===== config.mk =====
export PLATFORM = sky130hd
export DESIGN_NAME = safe_path_reachability
export DESIGN_NICKNAME = d
export VERILOG_FILES = /design/src/hdl/spr_pkg.sv /design/src/hdl/safe_path_reachability.sv /design/src/hdl/spr_adj_store.sv /design/src/hdl/spr_expand.sv
export SDC_FILE = /design/constraint.sdc
export NUM_CORES = 2
export LEC_CHECK = 0
export BUFFER_PORTS_ARGS = -buffer_cell sky130_fd_sc_hd__buf_2
export CORE_MARGIN = 10
export CORE_UTILIZATION = 60
export CTS_BUF_LIST = sky130_fd_sc_hd__clkbuf_8
export CTS_CLUSTER_DIAMETER = 60
export DETAILED_ROUTE_END_ITERATION = 6
export GPL_ROUTABILITY_DRIVEN = 0
export MAX_ROUTING_LAYER = met4
export PLACE_DENSITY = 0.85
export SETUP_SLACK_MARGIN = 0.5
export SYNTH_ARGS = -nofsm -noshare
export SYNTH_HDL_FRONTEND = slang
export SYNTH_HIERARCHICAL = 1
export SYNTH_SLANG_ARGS = --single-unit

===== constraint.sdc =====
create_clock -name i_clk -period 11.8 [get_ports i_clk]
set_input_delay 2.36 -clock i_clk [delete_from_list [all_inputs] [get_ports i_clk]]
set_output_delay 2.36 -clock i_clk [all_outputs]
set_load 0.03 [all_outputs]

===== src/hdl/spr_pkg.sv =====
package spr_pkg;

    localparam int NUM_VERTICES = 32;
    localparam int VTX_W        = 5;
    localparam int MASK_W       = 32;

    typedef logic [NUM_VERTICES-1:0] t_vset;
    typedef logic [VTX_W-1:0]        t_vtx;

    typedef enum logic [1:0] {
        OP_INSERT = 2'd0,
        OP_SEARCH = 2'd1,
        OP_CLEAR  = 2'd2
    } t_opcode;

    typedef enum logic [1:0] {
        S_IDLE,
        S_EXEC,
        S_SEARCH,
        S_RESULT
    } t_state;

    typedef struct packed {
        logic [1:0] opcode;
        t_vtx       from_vertex;
        t_vtx       to_vertex;
    } t_in;

    typedef struct packed {
        logic edge_was_new;
        logic path_found;
    } t_out;

    // adjacency store command
    typedef struct packed {
        logic ins;
        logic clr;
        t_vtx row;
        t_vtx col;
    } t_adj_cmd;

    // expansion unit control and status
    typedef struct packed {
        logic init;
        logic step;
        t_vtx src;
    } t_exp_ctl;

    typedef struct packed {
        logic  done;
        t_vtx  pick;
        t_vset visited;
    } t_exp_stat;

    function automatic t_vset vset_from_mask(input logic [MASK_W-1:0] m);
        t_vset s;
        for (int i = 0; i < NUM_VERTICES; i++) begin
            s[i] = (i < MASK_W) ? m[i % MASK_W] : 1'b0;
        end
        return s;
    endfunction

    function automatic logic vtx_in_range(input t_vtx v);
        return ({1'b0, v} < (VTX_W+1)'(NUM_VERTICES));
    endfunction

endpackage


===== src/hdl/safe_path_reachability.sv =====
// channel   | valid       | flow control | payload
// ----------+-------------+--------------+------------------------
// input     | i_in_valid  | o_in_stall   | i_in_data  (t_in)
// result    | o_out_valid | i_out_stall  | o_out_data (t_out)
// config    | i_cfg_valid | o_cfg_ready  | i_cfg_data (safe_mask)
//
// insert, clear and unused opcodes go from accept through S_EXEC and S_RESULT to the output register
// a search adds S_SEARCH after S_EXEC, visiting the k <= NUM_VERTICES vertices it
// reaches, since the shared expansion unit handles one reached vertex per cycle
// i_rst_n (synchronous) clears the graph, the output valid flag, the fsm,
// and sets safe_mask to all ones
// o_in_stall is high from accept until the result is moved to the output
// register; a stalled result waits there while the next transaction is taken
module safe_path_reachability
    import spr_pkg::*;
(
    input  logic              i_clk,
    input  logic              i_rst_n,
    input  logic              i_in_valid,
    output logic              o_in_stall,
    input  t_in               i_in_data,
    output logic              o_out_valid,
    input  logic              i_out_stall,
    output t_out              o_out_data,
    input  logic              i_cfg_valid,
    output logic              o_cfg_ready,
    input  logic [MASK_W-1:0] i_cfg_data
);

    t_state            r_state, n_state;
    t_in               r_item;
    t_out              r_result, n_result;
    logic              r_out_valid;
    t_out              r_out_data;
    logic [MASK_W-1:0] r_safe_mask;

    t_adj_cmd  adj_cmd;
    t_vtx      rd_row;
    t_vset     rd_data;
    t_exp_ctl  exp_ctl;
    t_exp_stat exp_stat;
    logic      in_take;
    logic      out_free;
    logic      both_in_range;

    assign in_take       = i_in_valid && (r_state == S_IDLE);
    assign out_free      = !r_out_valid || !i_out_stall;
    assign both_in_range = vtx_in_range(r_item.from_vertex) && vtx_in_range(r_item.to_vertex);

    assign o_in_stall  = (r_state != S_IDLE);
    assign o_cfg_ready = 1'b1;
    assign o_out_valid = r_out_valid;
    assign o_out_data  = r_out_data;

    // safe mask register
    always_ff @(posedge i_clk) begin
        if (!i_rst_n) begin
            r_safe_mask <= '1;
        end else if (i_cfg_valid && o_cfg_ready) begin
            r_safe_mask <= i_cfg_data;
        end
    end

    // graph rows
    spr_adj_store u_adj (
        .i_clk     (i_clk),
        .i_rst_n   (i_rst_n),
        .i_cmd     (adj_cmd),
        .i_rd_row  (rd_row),
        .o_rd_data (rd_data)
    );

    // shared expansion unit: one frontier vertex per cycle while searching
    spr_expand u_exp (
        .i_clk   (i_clk),
        .i_rst_n (i_rst_n),
        .i_ctl   (exp_ctl),
        .i_row   (rd_data),
        .i_safe  (vset_from_mask(r_safe_mask)),
        .o_stat  (exp_stat)
    );

    // row read: operand row while executing, frontier pick while searching
    assign rd_row = (r_state == S_SEARCH) ? exp_stat.pick : r_item.from_vertex;

    always_ff @(posedge i_clk) begin
        if (!i_rst_n) begin
            r_state <= S_IDLE;
        end else begin
            r_state <= n_state;
        end
    end

    always_ff @(posedge i_clk) begin
        if (in_take) begin
            r_item <= i_in_data;
        end
        r_result <= n_result;
    end

    always_comb begin
        n_state      = r_state;
        n_result     = r_result;
        adj_cmd      = '0;
        adj_cmd.row  = r_item.from_vertex;
        adj_cmd.col  = r_item.to_vertex;
        exp_ctl      = '0;
        exp_ctl.src  = r_item.from_vertex;
        case (r_state)
            S_IDLE: begin
                if (in_take) begin
                    n_state = S_EXEC;
                end
            end
            S_EXEC: begin
                n_result = '0;
                n_state  = S_RESULT;
                case (r_item.opcode)
                    OP_INSERT: begin
                        if (both_in_range) begin
                            // new when the bit was clear before the write
                            n_result.edge_was_new = !rd_data[r_item.to_vertex];
                            adj_cmd.ins           = 1'b1;
                        end
                    end
                    OP_SEARCH: begin
                        if (both_in_range) begin
                            exp_ctl.init = 1'b1;
                            n_state      = S_SEARCH;
                        end
                    end
                    OP_CLEAR: begin
                        adj_cmd.clr = 1'b1;
                    end
                    default: begin
                        // unused opcode: no effect, zero result
                    end
                endcase
            end
            S_SEARCH: begin
                if (exp_stat.done) begin
                    n_result.path_found = exp_stat.visited[r_item.to_vertex];
                    n_state             = S_RESULT;
                end else begin
                    exp_ctl.step = 1'b1;
                end
            end
            S_RESULT: begin
                if (out_free) begin
                    n_state = S_IDLE;
                end
            end
            default: begin
                n_state = S_IDLE;
            end
        endcase
    end

    // output register, loaded only once the previous transaction has left
    always_ff @(posedge i_clk) begin
        if (!i_rst_n) begin
            r_out_valid <= 1'b0;
        end else if (r_state == S_RESULT && out_free) begin
            r_out_valid <= 1'b1;
        end else if (!i_out_stall) begin
            r_out_valid <= 1'b0;
        end
    end

    always_ff @(posedge i_clk) begin
        if (r_state == S_RESULT && out_free) begin
            r_out_data <= r_result;
        end
    end

    // a finished frontier always ends the search
    a_search_ends: assert property (@(posedge i_clk) disable iff (!i_rst_n)
        (r_state == S_SEARCH && exp_stat.done) |=> (r_state == S_RESULT))
        else $error("search did not end on empty frontier");

    // a pending result is never overwritten
    a_no_overwrite: assert property (@(posedge i_clk) disable iff (!i_rst_n)
        (r_state == S_RESULT && r_out_valid && i_out_stall) |=> (r_state == S_RESULT))
        else $error("result register overwritten while stalled");

    // the search answer matches the visited set it was taken from
    a_found_matches: assert property (@(posedge i_clk) disable iff (!i_rst_n)
        (r_state == S_RESULT && $past(r_state) == S_SEARCH)
            |-> (r_result.path_found == exp_stat.visited[r_item.to_vertex]))
        else $error("path_found disagrees with visited set");

    // an accepted transaction always goes to execution
    a_accept_exec: assert property (@(posedge i_clk) disable iff (!i_rst_n)
        (i_in_valid && !o_in_stall) |=> (r_state == S_EXEC))
        else $error("accepted transaction not executed");

endmodule


===== src/hdl/spr_adj_store.sv =====
module spr_adj_store
    import spr_pkg::*;
(
    input  logic     i_clk,
    input  logic     i_rst_n,
    input  t_adj_cmd i_cmd,
    input  t_vtx     i_rd_row,
    output t_vset    o_rd_data
);

    t_vset r_rows [NUM_VERTICES];

    always_ff @(posedge i_clk) begin
        if (!i_rst_n || i_cmd.clr) begin
            for (int i = 0; i < NUM_VERTICES; i++) begin
                r_rows[i] <= '0;
            end
        end else if (i_cmd.ins) begin
            r_rows[i_cmd.row][i_cmd.col] <= 1'b1;
        end
    end

    assign o_rd_data = r_rows[i_rd_row];

endmodule


===== src/hdl/spr_expand.sv =====
module spr_expand
    import spr_pkg::*;
(
    input  logic      i_clk,
    input  logic      i_rst_n,
    input  t_exp_ctl  i_ctl,
    input  t_vset     i_row,
    input  t_vset     i_safe,
    output t_exp_stat o_stat
);

    t_vset r_visit, n_visit;
    t_vset r_front, n_front;
    t_vtx  pick;
    t_vset fresh;
    t_vset src_bit;
    t_vset pick_bit;

    // lowest pending vertex of the frontier
    always_comb begin
        pick = '0;
        for (int i = NUM_VERTICES - 1; i >= 0; i--) begin
            if (r_front[i]) begin
                pick = VTX_W'(i);
            end
        end
    end

    always_comb begin
        src_bit  = t_vset'(1) << i_ctl.src;
        pick_bit = t_vset'(1) << pick;
        fresh    = i_row & i_safe & ~r_visit;
        n_visit  = r_visit;
        n_front  = r_front;
        if (i_ctl.init) begin
            n_visit = src_bit;
            n_front = src_bit;
        end else if (i_ctl.step) begin
            n_visit = r_visit | fresh;
            n_front = (r_front & ~pick_bit) | fresh;
        end
    end

    always_ff @(posedge i_clk) begin
        if (!i_rst_n) begin
            r_visit <= '0;
            r_front <= '0;
        end else begin
            r_visit <= n_visit;
            r_front <= n_front;
        end
    end

    assign o_stat.done    = (r_front == '0);
    assign o_stat.pick    = pick;
    assign o_stat.visited = r_visit;

endmodule

# Word level (Yosys, flattened, before mapping)
# Memory sizes are Yosys's and may differ from the RTL's.
# Cells that the tools add are included.
dict set report word_totals {
  ff_bits 115
  latch_bits 0
  ramBits 1024
  mem_bits_ro 0
  input_bits 49
  output_inout_bits 5
  elab_cells 118
  mem_count 1
}
dict set report op_classes {
  add_sub_neg 0
  multipliers 0
  div_mod_pow 0
  order_cmp 2
  eq_ne 9
  n_shift 2
  muxes 67
  bitwise 7
  reduce_logical 18
}
# name words width rd rd_ports_with_merged_regs write_ports line
set mem_list {}
lappend mem_list {u_adj.r_rows 32 32 1 0 32 spr_adj_store.sv:11} ;# t_vset r_rows [NUM_VERTICES];
# op n
set ops {}
lappend ops {{$mux W32} 7}
lappend ops {{$mux W5} 34}
lappend ops {{$and A32 B32 Y32} 3}
lappend ops {{$not A32 Y32} 2}
lappend ops {{$or A32 B32 Y32} 2}
lappend ops {{$shl A1 B5 Y32 const A} 2}
lappend ops {{$logic_not A32 Y1} 1}
lappend ops {{$reduce_or A32 Y1} 1}
lappend ops {{$mux W1} 17}
lappend ops {{$bmux W1 S5} 2}
lappend ops {{$mux W2} 4}
lappend ops {{$pmux W2 S4} 1}
lappend ops {{$eq A2 B2 Y1 const B} 3}
lappend ops {{$lt A5 B6 Y1 const B} 1}
lappend ops {{$ne A2 B2 Y1 const B} 3}
lappend ops {{$reduce_bool A2 Y1} 3}
lappend ops {{$demux W1 S5} 1}
lappend ops {{$ge A5 B1 Y1 const B} 1}
lappend ops {{$eq A2 B1 Y1 const B} 2}
lappend ops {{$logic_not A1 Y1} 4}
lappend ops {{$logic_not A2 Y1} 2}
lappend ops {{$logic_and A1 B1 Y1} 3}
lappend ops {{$reduce_and A3 Y1} 1}
lappend ops {{$logic_or A1 B1 Y1} 2}
lappend ops {{3 further kinds} 3}

# Longest topological paths before layout
# An unclocked memory read counts as a cell.
dict set report logic_depth {
  ltp_word 39
  ltp_mapped 20
  ltp_nobuf 17
}

# Hierarchy
# The synthesis kept the hierarchy.
# module instances cells_per_inst area_each_um2 seq_area_each_um2
set by_module_without_submodules {}
lappend by_module_without_submodules {spr_adj_store 1 4152 40221.1 20499.7}
lappend by_module_without_submodules {spr_expand 1 550 3793.6 1281.2}
lappend by_module_without_submodules {safe_path_reachability 1 209 2499.9 1181.1}

# Least setup slack after synthesis
# Ideal clock, no wire load.
dict set report synth_timing {
  kind {register to register}
  start {register u_exp.r_front[4]}
  end {register r_result[1] (netlist name), data pin}
  setup_time_ns 0.203
  arrival_ns 3.678
  required_ns 11.597
  slack_ns 7.919
  path_stages_with_launch 17
  path_buffers 3
  synth_period_minus_slack_ns 3.881
  cell_sequence {dfxtp_1 -> nor4_1 -> a22oi_2 -> or3_1 -> o21ai_2 -> mux2_2 -> buf_2 -> buf_2 -> buf_2 -> mux2i_1 -> a22oi_1 -> a31oi_1 -> nand3_1 -> mux4_2 -> mux2i_1 -> nand2_1 -> a2111oi_1}
}
# element line
set synth_lines {}
lappend synth_lines {{start, declared} spr_expand.sv:13} ;# t_vset r_front, n_front;
lappend synth_lines {{start signal, assigned} spr_expand.sv:50} ;# r_front <= n_front;
lappend synth_lines {{end signal, assigned} safe_path_reachability.sv:98} ;# r_result <= n_result;
lappend synth_lines {{end, declared} safe_path_reachability.sv:32} ;# t_out r_result, n_result;

==> flow_metrics.py <==
metrics = {
    "status": {
        "status": "finished clean",
    },
    "pwr": {
        "p_leak_uw": 0.01967,
        "p_sw_share_pct": 38.99,
        "cell_internal_pwr_uw": 6935,
        "cellPowerDensity_nw_per_um2": 226.4,
        "clock_network_fraction_of_design_power_pct": 28.5,
        "combinationalPowerShare_pct": 36.1,
        "p_switching_uw": 4431,
        "irDropWorstVdd_v": 0.0002215,
        "seq_power_share_pct": 35.4,
    },
    "detailed_routing": {
        "met1_length_um": 52300,
        "routed_wirelength_um": 129400,
        "drt.antenna.violating_nets": 0,
        "drc": 0,
        "route.top_layer_used": "met4",
        "wl_met3_um": 12450,
        "detailedRoute.firstIterationViolations": 5075,
        "dr.pass1.iters": 6,
        "vias_per_cell": 6.489,
        "via_count": 38401,
        "met2WireLength_um": 58800,
        "routed_wire_length_per_instance_um": 21.86,
    },
    "grt": {
        "first_pass_grt_wire_length_um": 201000,
        "grt_start_max_net_pins": 281,
        "overflow": 0,
        "vias_in_the_first_global_route": 36459,
        "groute.usage.overall_pct": 28.35,
        "grt_antenna_before_repair": 3,
    },
    "yosys": {
        "postSynth.asyncResetShare_pct": 0,
        "synth_cell_types": 79,
        "synth_top_flop_cell": "sky130_fd_sc_hd__dfxtp_1",
        "syn-mean-instance-area_um2": 9.472,
        "synth.top_cells.by_area": "sky130_fd_sc_hd__dfxtp_1, sky130_fd_sc_hd__mux2i_1, sky130_fd_sc_hd__a22o_1",
        "synth.ff_latch_count": 1139,
        "postSynthNetCount": 4965,
        "area_of_the_mapped_netlist_um2": 46510,
        "synth.yosys.seq_area_share_pct": 49.37,
        "number_of_enable_type_register_cells_in_the_synthesized_netlist": 16,
        "ys_warn_count": 6,
        "yosysTopAreaCellShare_pct": 48.33,
        "yosys.area.top_type": "sky130_fd_sc_hd__dfxtp_1",
        "syn_inst": 4911,
    },
    "worst_setup_path": {
        "crit_top_cell": "sky130_fd_sc_hd__mux2i_1",
        "timing.critical_path.cells": "nor4_1, a22oi_2, or3_1, o21ai_2, mux2_8, buf_12, mux2i_1, a22o_1, nor3_1, a31oi_1, nand3_1, mux4_2, mux2i_1, nand2_1, a2111oi_1",
        "critical_path.n_buffers_inverters": 1,
        "crit_path_top_delay_cell": "sky130_fd_sc_hd__mux2_8",
        "cp_slowest_stage_delay_ns": 0.88,
        "timing.critical_path.arrival_ns": 6.97,
        "critical_path_start_type": "flip-flop",
        "cp_max_fanout": 107,
        "critical_path.endpoint_type": "flip-flop",
        "crit_required_ns": 12.45,
        "critPathTopFamily": "multiplexers",
        "path_class": "flip-flop to flip-flop",
    },
    "final_layout": {
        "instances_no_fill": 5918,
        "utilization_pct": 65.03,
        "drive_above_1_share_pct": 9.126,
        "multi_input_comb_area_um2": 21600,
        "nNetsFinal": 4798,
        "regArea_um2": 22960,
        "flow.area_growth_from_synthesis_pct": 7.938,
        "num-fill-cells": 5818,
    },
    "cts": {
        "cts_made_buffers": 174,
        "clock-root-buffer": "sky130_fd_sc_hd__clkbuf_8",
        "cts.clk_slew.worst_paths_ns": 0.06,
        "tritoncts": "built",
        "clkLatencyLatePin_ns": 0.86,
        "cts_max_level": 4,
        "tritoncts_num_sinks": 1139,
        "post_cts.repair.setup_buffers": 0,
        "post_cts_resize_count": 0,
        "ctsLongestPathBuffers": 3,
        "cts_hold_buffers": 0,
    },
    "floorplanning": {
        "design.core.area_um2": 77210,
        "floorplan.initialDensity_pct": 60.24,
        "fp.dieW_um": 298.4,
        "die_area_um2": 89060,
        "io-pin-count": 54,
        "die_height_um": 298.4,
        "core.rowCount": 102,
    },
    "sta": {
        "worst_pin_slew_ns": 1.327,
        "finalMaxSlewViolations": 0,
        "skew_ns": 0.07124,
        "hold_violations": 0,
        "finalWorstPathRequiredPeriod_ns": 6.317,
        "final.period_utilization_pct": 53.53,
        "rsz0062_at_grt": "no",
        "setup_total_negative_slack_ns": 0,
        "setup_viol": 0,
        "relative_max_transition_margin_pct": 11.46,
        "fmax_ghz": 0.1583,
    },
    "place": {
        "post-place-cells": 5608,
        "port_buffers": 52,
        "hpwl_um": 74470,
    },
    "hold_path": {
        "worst_hold_path_type": "flip-flop to flip-flop",
    },
    "job": {
        "maxCapViolCount": 0,
    },
}
==> worst reg2reg max path, stage by stage (launching register included) <==
cell                        delay [ns]
sky130_fd_sc_hd__dfxtp_1          0.37
sky130_fd_sc_hd__nor4_1           0.34
sky130_fd_sc_hd__a22oi_2          0.13
sky130_fd_sc_hd__or3_1            0.34
sky130_fd_sc_hd__o21ai_2          0.42
sky130_fd_sc_hd__mux2_8           0.89
sky130_fd_sc_hd__buf_12           0.76
sky130_fd_sc_hd__mux2i_1          0.44
sky130_fd_sc_hd__a22o_1           0.16
sky130_fd_sc_hd__nor3_1           0.06
sky130_fd_sc_hd__a31oi_1          0.56
sky130_fd_sc_hd__nand3_1          0.36
sky130_fd_sc_hd__mux4_2           0.53
sky130_fd_sc_hd__mux2i_1          0.32
sky130_fd_sc_hd__nand2_1          0.10
sky130_fd_sc_hd__a2111oi_1        0.35
==> cells by family after synthesis <==
| family | after synthesis | share of synthesized area [%] |
|---|---|---|
| AOI/OAI and AO/OA | 1503 | 22.06 |
| and+or+nand+nor | 1218 | 11.24 |
| DFF | 1139 | 49.37 |
| muxes | 577 | 12.76 |
| buffers and inverters | 468 | 4.430 |
| adders and majority gates | 5 | 0.1345 |
| other | 1 | 0.008062 |
==> power by group through the flow <==
stage               clock network (uW)  logic, uW  registers (uW)
detailed placement                   0       3930            4110
CTS                               3260       3950            4020
finish                            3240       4100            4030
global placement                     0       3890            4100
global route                      3440       4260            4030
floorplan                            0       2740            4080
==> final cells by class <==
cell class	count	area share (%)
antenna	2	0.009968
clock buffer	220	6.031
clock inverter	88	0.9370
inverter	14	0.1047
multi-input combinational	3304	43.02
sequential	1139	45.73
tap	1040	2.592
timing repair buffer	111	1.575
==> per-layer routing <==
layer | GRT usage (%) | up-vias
li1 | - | 17370
met1 | 35.52 | 18574
met2 | 43.27 | 2061
met3 | 5.842 | 396
met4 | 14.01 | 0
met5 | - | -
==> flip-flops by register name, summed over array words and instances, names as in the netlist <==
register       count
r_item             2
adj_cmd           10
u_exp/r_visit     32
o_out_data         2
o_out_valid        1
r_state            2
r_safe_mask       32
u_exp/r_front     32
r_result           2
u_adj/r_rows    1024
==> path summary, 6_finish.rpt <==
kind	from	cells past startpoint	slack (ns)	to
hold reg to reg	r_result[0]	0	0.43	o_out_data[0]
setup reg to reg	u_exp/r_front[6]	15	5.48	r_result[1]
hold / removal	r_result[0]	0	0.43	o_out_data[0]
setup / recovery	u_exp/r_front[6]	15	5.48	r_result[1]
==> cell usage after synthesis, drive strengths merged, types with 39 or more instances <==
master,n
dfxtp,1123
nand2,808
a22o,577
mux2i,556
o21ai,547
clkbuf,289
buf,165
a21oi,161
nor2,147
nand3,110
a22oi,98
a31oi,49
nor3,39
==> metrics by stage <==
step	hold WS [ns]	area [um^2]	power, uW	worst slack [ns]
after floorplan	0.4003	46510	6824	7.919
after global placement	0.4132	46700	7992	5.246
after detailed placement	0.4183	46700	8036	5.143
after CTS	0.4320	50200	11220	5.648
after global routing	0.4358	50210	11730	5.200
final	0.4285	50210	11370	5.483
==> placed cells by master, fill, tap and decap left out, types with 7 or more instances in the layout <==
master / n
sky130_fd_sc_hd__dfxtp_1: 1123
sky130_fd_sc_hd__nand2_1: 807
sky130_fd_sc_hd__a22o_1: 577
sky130_fd_sc_hd__mux2i_1: 556
sky130_fd_sc_hd__o21ai_0: 534
sky130_fd_sc_hd__clkbuf_8: 220
sky130_fd_sc_hd__a21oi_1: 161
sky130_fd_sc_hd__nand3_1: 110
sky130_fd_sc_hd__nor2_1: 109
sky130_fd_sc_hd__a22oi_1: 97
sky130_fd_sc_hd__inv_1: 78
sky130_fd_sc_hd__buf_2: 52
sky130_fd_sc_hd__buf_4: 52
sky130_fd_sc_hd__a31oi_1: 49
sky130_fd_sc_hd__nor3_1: 39
sky130_fd_sc_hd__nor2_2: 29
sky130_fd_sc_hd__or2_2: 17
sky130_fd_sc_hd__edfxtp_1: 16
sky130_fd_sc_hd__a211oi_1: 15
sky130_fd_sc_hd__nor4_1: 14
sky130_fd_sc_hd__nor2b_1: 12
sky130_fd_sc_hd__mux4_2: 12
sky130_fd_sc_hd__o21ai_1: 11
sky130_fd_sc_hd__nand2b_1: 10
sky130_fd_sc_hd__nor2_4: 9
sky130_fd_sc_hd__and2_1: 8
sky130_fd_sc_hd__nor3b_1: 7
sky130_fd_sc_hd__buf_12: 7
sky130_fd_sc_hd__o21a_1: 7
sky130_fd_sc_hd__o211ai_1: 7
sky130_fd_sc_hd__o211a_1: 7
No activity file was read; power rests on OpenSTA's default activity.
